File: src/hdl/assert_macros.svh
// ----------------------------------------------------------------------------
// Assertion macros
// Shared concurrent assertion wrappers for the wheel speed mixer.
// ----------------------------------------------------------------------------
`ifndef ASSERT_MACROS_SVH
`define ASSERT_MACROS_SVH

// Check a property on every clock edge outside reset.
`define DD_ASSERT(lbl, prop, msg) \
  lbl: assert property (@(posedge clk_i) disable iff (!rst_ni) (prop)) else $error(msg);

// Check a property on every clock edge, reset included.
`define DD_ASSERT_ALWAYS(lbl, prop, msg) \
  lbl: assert property (@(posedge clk_i) (prop)) else $error(msg);

`endif

File: src/hdl/ddwsm_pkg.sv
`timescale 1ns / 1ps
// ----------------------------------------------------------------------------
// ddwsm_pkg
// Widths, reset values, register codes and pipeline payload types.
// ----------------------------------------------------------------------------
package ddwsm_pkg;

  localparam int CmdFracBits = 14;
  localparam int CmdW        = 16;
  localparam int ClampW      = CmdFracBits + 1;
  localparam int ScaleFrac   = 16;

  localparam int MaxLinW    = 16;
  localparam int MaxAngW    = 24;
  localparam int HalfTrackW = 16;
  localparam int InvRadW    = 24;
  localparam int DeadbandW  = 15;
  localparam int DampW      = 16;

  localparam int CfgIdxW  = 3;
  localparam int CfgDataW = 24;

  localparam int RateW = 24;

  localparam int DampProdW = CmdW + DampW;
  localparam int LinProdW  = CmdFracBits + MaxLinW;
  localparam int AngProdW  = CmdFracBits + MaxAngW;
  localparam int VMagW     = MaxLinW;
  localparam int WMagW     = MaxAngW;
  localparam int OffsProdW = WMagW + HalfTrackW;
  localparam int OffsW     = WMagW;
  localparam int WheelW    = OffsW + 2;
  localparam int WheelMagW = OffsW + 1;
  localparam int NumW      = WheelMagW + MaxLinW;
  localparam int QuoW      = MaxLinW;
  localparam int DivisorW  = WheelMagW + 1;
  localparam int DivW      = NumW + 1;
  localparam int RateProdW = QuoW + InvRadW;

  localparam logic [CmdW-1:0]      CmdOne  = CmdW'(1) << CmdFracBits;
  localparam logic [DampProdW-1:0] DampRnd = DampProdW'(1) << (ScaleFrac - 1);
  localparam logic [LinProdW-1:0]  LinRnd  = LinProdW'(1) << (CmdFracBits - 1);
  localparam logic [AngProdW-1:0]  AngRnd  = AngProdW'(1) << (CmdFracBits - 1);
  localparam logic [OffsProdW-1:0] OffsRnd = OffsProdW'(1) << (ScaleFrac - 1);
  localparam logic [RateProdW-1:0] RateRnd = RateProdW'(1) << (ScaleFrac - 1);

  localparam logic [RateW-1:0] RatePosMax = {1'b0, {(RateW - 1){1'b1}}};
  localparam logic [RateW-1:0] RateNegMin = {1'b1, {(RateW - 1){1'b0}}};

  localparam logic [MaxLinW-1:0]    MaxLinRst    = 16'd23724;
  localparam logic [MaxAngW-1:0]    MaxAngRst    = 24'd237240;
  localparam logic [HalfTrackW-1:0] HalfTrackRst = 16'd6554;
  localparam logic [InvRadW-1:0]    InvRadRst    = 24'd1894102;
  localparam logic [DeadbandW-1:0]  DeadbandRst  = 15'd164;
  localparam logic [DampW-1:0]      DampRst      = 16'd52429;

  localparam logic [CfgIdxW-1:0] CfgMaxLinSpeed = 3'd0;
  localparam logic [CfgIdxW-1:0] CfgMaxAngSpeed = 3'd1;
  localparam logic [CfgIdxW-1:0] CfgHalfTrack   = 3'd2;
  localparam logic [CfgIdxW-1:0] CfgInvRadius   = 3'd3;
  localparam logic [CfgIdxW-1:0] CfgDeadband    = 3'd4;
  localparam logic [CfgIdxW-1:0] CfgDamping     = 3'd5;

  typedef struct packed {
    logic [MaxLinW-1:0]    max_linear_speed;
    logic [MaxAngW-1:0]    max_angular_speed;
    logic [HalfTrackW-1:0] half_track_width;
    logic [InvRadW-1:0]    inverse_wheel_radius;
    logic [DeadbandW-1:0]  spin_deadband;
    logic [DampW-1:0]      spin_damping;
  } cfg_t;

  // Scaled commands before rounding.
  typedef struct packed {
    logic                lin_neg;
    logic                ang_neg;
    logic [LinProdW-1:0] lin_prod;
    logic [AngProdW-1:0] ang_prod;
  } scaled_t;

  // Wheel speeds with limiter numerators.
  typedef struct packed {
    logic                 limited;
    logic                 right_neg;
    logic                 left_neg;
    logic [WheelMagW-1:0] mx;
    logic [NumW-1:0]      right_num;
    logic [NumW-1:0]      left_num;
    logic [QuoW-1:0]      right_mag;
    logic [QuoW-1:0]      left_mag;
  } wheel_t;

  // Final wheel linear speed magnitudes.
  typedef struct packed {
    logic            limited;
    logic            right_neg;
    logic            left_neg;
    logic [QuoW-1:0] right_mag;
    logic [QuoW-1:0] left_mag;
  } lim_t;

endpackage

File: src/hdl/ddwsm_cmd.sv
`timescale 1ns / 1ps
// ----------------------------------------------------------------------------
// ddwsm_cmd
// Command front end: spin damping, clamping and scaling to physical units.
// ----------------------------------------------------------------------------
module ddwsm_cmd (
  input  logic                           clk_i,
  input  logic                           rst_ni,
  input  ddwsm_pkg::cfg_t                cfg_i,
  input  logic                           vld_i,
  output logic                           rdy_o,
  input  logic [ddwsm_pkg::CmdW-1:0]     linear_command_i,
  input  logic [ddwsm_pkg::CmdW-1:0]     angular_command_i,
  output logic                           vld_o,
  input  logic                           rdy_i,
  output ddwsm_pkg::scaled_t             scaled_o
);

  logic en1, en2, en3;
  logic s1_vld_q, s2_vld_q, s3_vld_q;

  // stage 1
  logic                                lin_neg, ang_neg, damp_on;
  logic [ddwsm_pkg::CmdW-1:0]          lin_mag, ang_mag;
  logic [ddwsm_pkg::DampProdW-1:0]     damp_prod;
  logic                                s1_lin_neg_q, s1_ang_neg_q, s1_damp_q;
  logic [ddwsm_pkg::CmdW-1:0]          s1_lin_mag_q, s1_ang_mag_q;
  logic [ddwsm_pkg::DampProdW-1:0]     s1_prod_q;

  // stage 2
  logic [ddwsm_pkg::DampProdW-1:0]     damp_sum;
  logic [ddwsm_pkg::CmdW-1:0]          ang_sel;
  logic [ddwsm_pkg::ClampW-1:0]        lin_clamp, ang_clamp;
  logic                                s2_lin_neg_q, s2_ang_neg_q;
  logic [ddwsm_pkg::ClampW-1:0]        s2_lin_q, s2_ang_q;

  // stage 3
  logic [ddwsm_pkg::LinProdW-1:0]      lin_prod;
  logic [ddwsm_pkg::AngProdW-1:0]      ang_prod;
  ddwsm_pkg::scaled_t                  s3_q;

  assign en3   = !s3_vld_q || rdy_i;
  assign en2   = !s2_vld_q || en3;
  assign en1   = !s1_vld_q || en2;
  assign rdy_o = en1;
  assign vld_o = s3_vld_q;

  always_ff @(posedge clk_i or negedge rst_ni) begin
    if (!rst_ni) begin
      s1_vld_q <= 1'b0;
      s2_vld_q <= 1'b0;
      s3_vld_q <= 1'b0;
    end else begin
      if (en1) s1_vld_q <= vld_i;
      if (en2) s2_vld_q <= s1_vld_q;
      if (en3) s3_vld_q <= s2_vld_q;
    end
  end

  always_comb begin
    lin_neg   = linear_command_i[ddwsm_pkg::CmdW-1];
    ang_neg   = angular_command_i[ddwsm_pkg::CmdW-1];
    lin_mag   = lin_neg ? (~linear_command_i + 1'b1) : linear_command_i;
    ang_mag   = ang_neg ? (~angular_command_i + 1'b1) : angular_command_i;
    damp_on   = lin_mag < {{(ddwsm_pkg::CmdW - ddwsm_pkg::DeadbandW){1'b0}},
                           cfg_i.spin_deadband};
    damp_prod = {{(ddwsm_pkg::DampProdW - ddwsm_pkg::CmdW){1'b0}}, ang_mag} *
                {{(ddwsm_pkg::DampProdW - ddwsm_pkg::DampW){1'b0}}, cfg_i.spin_damping};
  end

  always_comb begin
    damp_sum  = s1_prod_q + ddwsm_pkg::DampRnd;
    ang_sel   = s1_damp_q ? damp_sum[ddwsm_pkg::ScaleFrac +: ddwsm_pkg::CmdW] : s1_ang_mag_q;
    // clamp magnitudes to one
    lin_clamp = (s1_lin_mag_q > ddwsm_pkg::CmdOne) ? ddwsm_pkg::CmdOne[ddwsm_pkg::ClampW-1:0]
                                                   : s1_lin_mag_q[ddwsm_pkg::ClampW-1:0];
    ang_clamp = (ang_sel > ddwsm_pkg::CmdOne) ? ddwsm_pkg::CmdOne[ddwsm_pkg::ClampW-1:0]
                                              : ang_sel[ddwsm_pkg::ClampW-1:0];
  end

  always_comb begin
    lin_prod = {{(ddwsm_pkg::LinProdW - ddwsm_pkg::ClampW){1'b0}}, s2_lin_q} *
               {{(ddwsm_pkg::LinProdW - ddwsm_pkg::MaxLinW){1'b0}}, cfg_i.max_linear_speed};
    ang_prod = {{(ddwsm_pkg::AngProdW - ddwsm_pkg::ClampW){1'b0}}, s2_ang_q} *
               {{(ddwsm_pkg::AngProdW - ddwsm_pkg::MaxAngW){1'b0}}, cfg_i.max_angular_speed};
  end

  always_ff @(posedge clk_i) begin
    if (en1 && vld_i) begin
      s1_lin_neg_q <= lin_neg;
      s1_ang_neg_q <= ang_neg;
      s1_damp_q    <= damp_on;
      s1_lin_mag_q <= lin_mag;
      s1_ang_mag_q <= ang_mag;
      s1_prod_q    <= damp_prod;
    end
    if (en2 && s1_vld_q) begin
      s2_lin_neg_q <= s1_lin_neg_q;
      s2_ang_neg_q <= s1_ang_neg_q;
      s2_lin_q     <= lin_clamp;
      s2_ang_q     <= ang_clamp;
    end
    if (en3 && s2_vld_q) begin
      s3_q.lin_neg  <= s2_lin_neg_q;
      s3_q.ang_neg  <= s2_ang_neg_q;
      s3_q.lin_prod <= lin_prod;
      s3_q.ang_prod <= ang_prod;
    end
  end

  assign scaled_o = s3_q;

endmodule

File: config.mk
export PLATFORM = sky130hd
export DESIGN_NAME = ddwsm_cmd
export DESIGN_NICKNAME = d
export VERILOG_FILES = /design/src/hdl/assert_macros.svh /design/src/hdl/ddwsm_pkg.sv /design/src/hdl/ddwsm_cmd.sv
export SDC_FILE = /design/constraint.sdc
export NUM_CORES = 2
export LEC_CHECK = 0
export BUFFER_PORTS_ARGS = -buffer_cell sky130_fd_sc_hd__buf_4
export CAP_MARGIN = 20
export CORE_MARGIN = 4
export CORE_UTILIZATION = 45
export CTS_CLUSTER_DIAMETER = 150
export DETAILED_ROUTE_END_ITERATION = 8
export GPL_TIMING_DRIVEN = 0
export PLACE_DENSITY = 0.64
export SLEW_MARGIN = 40
export SYNTH_ARGS = -nofsm -noshare
export SYNTH_HDL_FRONTEND = slang
export SYNTH_SLANG_ARGS = --single-unit
File: constraint.sdc
create_clock -name clk_i -period 9.5 [get_ports clk_i]
set_input_delay 0.475 -clock clk_i [delete_from_list [all_inputs] [get_ports clk_i]]
set_output_delay 0.475 -clock clk_i [all_outputs]
set_load 0.03 [all_outputs]
# After elaboration in Yosys (flattened, before gate mapping)
# Cells that the tools add are included.
# classes
eq_ne	0
multipliers	3
n_reduce_logical	9
mux	3
n_shift	0
n_div	0
add_sub_neg	3
n_bitwise	2
magnitude_cmp	3
# ops
cell	n
$mux 16	3
$mul 15x24->38	1
$add 16x1->16 const B	2
$add 32x16->32 const B	1
$gt 16x15->1 const B	2
$mul 16x16->32	1
$not 16->16	2
$mul 15x16->30	1
$lt 16x15->1	1
$logic_and 1x1->1	3
$logic_not 1->1	3
$logic_or 1x1->1	3
# word_totals
ff_bits	172
latchBits	0
rom_bits	0
output_inout_bits	72
word_cells	40
mem_count	0
ramBits	0

# Logic depth before layout (Yosys ltp)
# logic_depth
depth_word	5
depth_mapped	28
mapped_depth_nobuf	27

# Worst setup path after synthesis
# Ideal clock, no wire load.
# synth_path
kind	input to register
startpoint	input angular_command_i[3] in the netlist's numbering
endpoint	register s1_prod_q[31] in the netlist's numbering (data pin)
setup_slack_ns	2.115
arrival_ns	7.125
t_required_ns	9.240
stages	27
cell_sequence	nor3_1 nand2b_1 nor2_1 nand2_1 or3_1 o31ai_1 xnor2_1 buf_2 nand2_1 fa_1 fa_1 inv_1 fa_1 fa_1 fa_1 inv_1 fa_1 inv_1 ha_1 a21o_1 a21o_1 a21oi_1 a2bb2oi_1 nand2_2 or4b_1 a31oi_1 xnor2_1
# synth_between
elab_chain_len	4
# synth_rtl
item	line_no	source
from (decl)	ddwsm_cmd.sv:13	input logic [ddwsm_pkg::CmdW-1:0] angular_command_i,
$not 16->16	ddwsm_cmd.sv:64	ang_mag = ang_neg ? (~angular_command_i + 1'b1) : angular_command_i;
$add 16x1->16	ddwsm_cmd.sv:64	
$mux 16	ddwsm_cmd.sv:64	
named net ang_mag, one bit	ddwsm_cmd.sv:24	logic [ddwsm_pkg::CmdW-1:0] lin_mag, ang_mag;
$mul 16x16->32	ddwsm_cmd.sv:67	damp_prod = {{(ddwsm_pkg::DampProdW - ddwsm_pkg::CmdW){1'b0}}, ang_mag} *
named net damp_prod, one bit	ddwsm_cmd.sv:25	logic [ddwsm_pkg::DampProdW-1:0] damp_prod;
to (signal assigned)	ddwsm_cmd.sv:95	s1_prod_q <= damp_prod;
to (decl)	ddwsm_cmd.sv:28	logic [ddwsm_pkg::DampProdW-1:0] s1_prod_q;
# The timed path passes the listed nets, and every way through them passes these cells.
# A chain may end at the register's enable or synchronous reset.

# Final worst setup path
# layout_path
startpoint	input angular_command_i[0] in the netlist's numbering
endpoint	register s1_prod_q[31] in the netlist's numbering (data pin)
# Same word-level chain as after synthesis.

==> metrics.log <==
INFO  metric dominantRegCellSynth = sky130_fd_sc_hd__edfxtp_1
INFO  metric clk_pin_slew_worst_paths = 70 ps
INFO  metric track_usage = 22.9%
INFO  metric cts.path.max_buffers = 2
INFO  metric worstSetupEndpointType = register
INFO  metric synth_fp_nets = 4579
INFO  metric cts_max_level = 4
INFO  metric nFillCells = 6877
INFO  metric min_path_type = in -> reg
INFO  metric fin_skew = 14.1 ps
INFO  metric grt_first_pass_wirelength = 139000 µm
INFO  metric drt-wirelength-per-cell = 18.5 µm
INFO  metric first_global_vias = 25600
INFO  metric crit_path_frequent_cell = sky130_fd_sc_hd__fa_1
INFO  metric period_needed = 8430 ps
INFO  metric area.sequential = 4700 µm²
INFO  metric tns = 0 ps
INFO  metric die_x = 280 µm
INFO  metric chipHeight = 280 µm
INFO  metric holdCritStartpoint = vld_i
INFO  metric worst-setup-path-type = in -> reg
INFO  metric fin_crit_sh = 88.8%
INFO  metric layout-drive-gt1-share = 6.46%
INFO  metric post_synth.cell_area_avg = 9.60 µm²
INFO  metric syn_area = 33300 µm²
INFO  metric biggest_area_contributors_in_the_synthesized_netlist = sky130_fd_sc_hd__fa_1 39%, sky130_fd_sc_hd__edfxtp_1 14%, sky130_fd_sc_hd__ha_1 12%
INFO  metric drv_cap = 0
INFO  metric rr_endpoint = scaled_o[34]
INFO  metric grt.overflow.total = 0
INFO  metric use_met3 = 4.29%
INFO  metric worst_ep_arrival_time = 8660 ps
INFO  metric synth_cell_types = 68
INFO  metric postSynth.asyncResetShare = 1.91%
INFO  metric synth_simple_gate_area_share = 16.5%
INFO  metric drt.antenna.violating_nets = 0
INFO  metric syn-instance-count = 3469
INFO  metric yosys.area.top_type = sky130_fd_sc_hd__fa_1
INFO  metric clk_root_buffer_cell = sky130_fd_sc_hd__clkbuf_16
INFO  metric design.final.nets = 4780
INFO  metric floorplan.die_area = 78400 µm²
INFO  metric unrepaired_setup_endpoints_after_global_routing = no
INFO  metric post-synth-top-count-cell = sky130_fd_sc_hd__inv_1
INFO  metric detail_route.iter0.violations = 1525
INFO  metric global_route.peak_usage_layer = met2
INFO  metric max-slew-margin-rel = 45.3%
INFO  metric cts_repair_resize_count = 0
INFO  metric grt_antenna_before_repair = 0
INFO  metric drtPass1Iterations = 5
INFO  metric multiInputGateArea = 25600 µm²
INFO  metric drt-vias-per-instance = 5.20
INFO  metric synth-warning-count = 0
INFO  metric share_of_synthesized_area_spent_on_multiplexers = 0.225%
INFO  metric area_growth_syn_to_layout = 9.65%
INFO  metric r2r.worst_path.cells = 20
INFO  metric synth_sequential_area_ratio = 14.1%
INFO  metric buffer_ports.inserted = 178
INFO  metric main_combinational_cell_family_by_area_after_synthesis = adder cells
INFO  metric worst_pin_slew = 821 ps
INFO  metric cts_made_buffers = 17
INFO  metric hpwl = 72600 µm
INFO  metric crit_path_end = s1_prod_q[31]
INFO  metric post_synth_most_frequent_cells = 673 x sky130_fd_sc_hd__inv_1, 655 x sky130_fd_sc_hd__fa_1, 543 x sky130_fd_sc_hd__nand2_1
INFO  metric timing.reg2reg.setup_slack = 2020 ps
INFO  metric pin_count_of_the_biggest_net_entering_global_routing = 42
INFO  metric cp_slowest_cell = sky130_fd_sc_hd__clkbuf_1
INFO  metric max_freq = 0.119 GHz
INFO  metric later_pin_clock_latency_in_the_skew_report = 470 ps
INFO  metric routed-via-count = 24100
INFO  metric critical_path.max_fanout = 10
INFO  metric synth_enable_flop_cells = 154
INFO  metric post_route_wl = 85800 µm
INFO  metric synth_xor_xnor_area_share = 3.21%
INFO  metric drc = 0
INFO  metric groute.layer.met1.usage = 30.8%
INFO  metric critPathMaxStageDelay = 620 ps
INFO  metric rows = 99
INFO  metric globalRouteMet2Util = 37.4%
INFO  metric synth_fa_ha_area_share = 51.0%
INFO  metric gp_congestion = 0.904
INFO  metric ioPinCount = 219
INFO  metric worst_ep_required_time = 9720 ps
INFO  metric compound_cell_area_share_of_the_yosys_netlist = 5.84%
INFO  metric core_area = 73200 µm²
INFO  metric cts_tree = yes
INFO  metric area_share_of_the_largest_cell_type_after_synthesis = 39.4%
INFO  metric report.final.setup_viol = 0
INFO  metric final_max_slew_viol_count = 0
INFO  metric cts.sinks = 157
INFO  metric critPathLaunchType = input pin
INFO  metric finish.utilization = 49.9%
INFO  metric start_util = 45.5%
INFO  metric crit-reg2reg-launch = s2_ang_q[7]
INFO  metric total_of_flip_flops_plus_latches_after_synthesis = 157
INFO  metric outcome = complete, no violations
INFO  metric cp-startpoint = angular_command_i[0]
INFO  metric timing.final.hold_violations = 0
metrics by stage:
| stage | instance area, µm² | hold slack, ps | worst slack (ps) | cells |
|---|---|---|---|---|
| after floorplan | 33300 | 179 | 2120 | 3469 |
| after global routing | 36500 | 182 | 636 | 4642 |
| after global placement | 35800 | 268 | 446 | 4606 |
| final | 36500 | 200 | 1070 | 4643 |
| after CTS | 36500 | 158 | 951 | 4642 |
| after detailed placement | 35900 | 268 | 417 | 4609 |
worst min-delay path by stage:
stage / endpoint / slack [ps] / depth (start not counted)
global route: s1_vld_q / 180 / 2
floorplan: s1_vld_q / 180 / 0
global placement: s1_vld_q / 270 / 1
CTS: s1_vld_q / 160 / 2
detailed placement: s1_vld_q / 270 / 1
finish: s1_vld_q / 200 / 2
critical path: cells and delay by family:
family	cells	cell delay (ps)
XOR/XNOR	2	610
AO/OA/AOI/OAI	6	1330
adder cells (fa/ha/maj)	8	3620
buffers and inverters	7	1570
AND/OR/NAND/NOR	5	1050
per-layer routing:
layer  wire, µm  part of all wire (%)
met2      40500                    47
met5          0                     0
met4       3240                   3.8
met3       5390                   6.3
met1      36600                    43
layout make-up:
| type | instances | share of cell area (%) |
|---|---|---|
| multi-input combinational | 2502 | 70.0 |
| sequential | 157 | 12.9 |
| inverter | 673 | 6.92 |
| timing repair buffer | 182 | 3.85 |
| tap | 959 | 3.29 |
| buffer | 137 | 1.42 |
| clock buffer | 19 | 1.19 |
| clock inverter | 13 | 0.425 |
| antenna | 1 | 0.00685 |
repair_timing:
item                      4_1_cts  5_1_grt
hold endpoints to repair        3        0
buffers inserted                0        0
hold buffers                    1        0
flip-flops by register name, summed over array words and instances, names as in the netlist:
name,cells
scaled_o,70
s1_prod_q,17
s1_ang_mag_q,16
s1_lin_mag_q,16
s2_ang_q,15
s2_lin_q,15
s1_ang_neg_q,1
s1_damp_q,1
s1_lin_neg_q,1
s1_vld_q,1
s2_ang_neg_q,1
s2_lin_neg_q,1
s2_vld_q,1
vld_o,1
logic make-up (layout without fill, tap and decap cells):
logic type                 count (synthesis)  count (layout)
xor gates and xnor gates                 122             122
AOI/OAI and AO/OA                        292             292
muxes                                      7               7
other                                      0               1
buffers and inverters                    810            1024
and+or+nand+nor                         1118            1118
adders and majority gates                963             963
DFF                                      157             157
layout by cell type (no fill, tap or decap), types with 7 or more instances in the layout:
cell	instances
sky130_fd_sc_hd__inv_1	673
sky130_fd_sc_hd__fa_1	655
sky130_fd_sc_hd__nand2_1	543
sky130_fd_sc_hd__and2_1	392
sky130_fd_sc_hd__ha_1	308
sky130_fd_sc_hd__buf_4	178
sky130_fd_sc_hd__edfxtp_1	154
sky130_fd_sc_hd__clkbuf_1	135
sky130_fd_sc_hd__a21oi_1	80
sky130_fd_sc_hd__xnor2_1	76
sky130_fd_sc_hd__nor2_1	56
sky130_fd_sc_hd__o21ai_0	51
sky130_fd_sc_hd__a21o_1	46
sky130_fd_sc_hd__xor2_1	45
sky130_fd_sc_hd__nand3_1	23
sky130_fd_sc_hd__a211oi_1	19
sky130_fd_sc_hd__clkbuf_16	17
sky130_fd_sc_hd__nor3_1	16
sky130_fd_sc_hd__nand4_1	15
sky130_fd_sc_hd__o21a_1	14
sky130_fd_sc_hd__nor2b_1	13
sky130_fd_sc_hd__o21bai_1	13
sky130_fd_sc_hd__a31oi_1	13
sky130_fd_sc_hd__and3_1	12
sky130_fd_sc_hd__nand2b_1	10
sky130_fd_sc_hd__o31ai_1	8
sky130_fd_sc_hd__or3_1	7
Power is left out: the tool's default activity adds up to more than one toggle a clock period on the data nets, which glitch-free logic cannot reach.
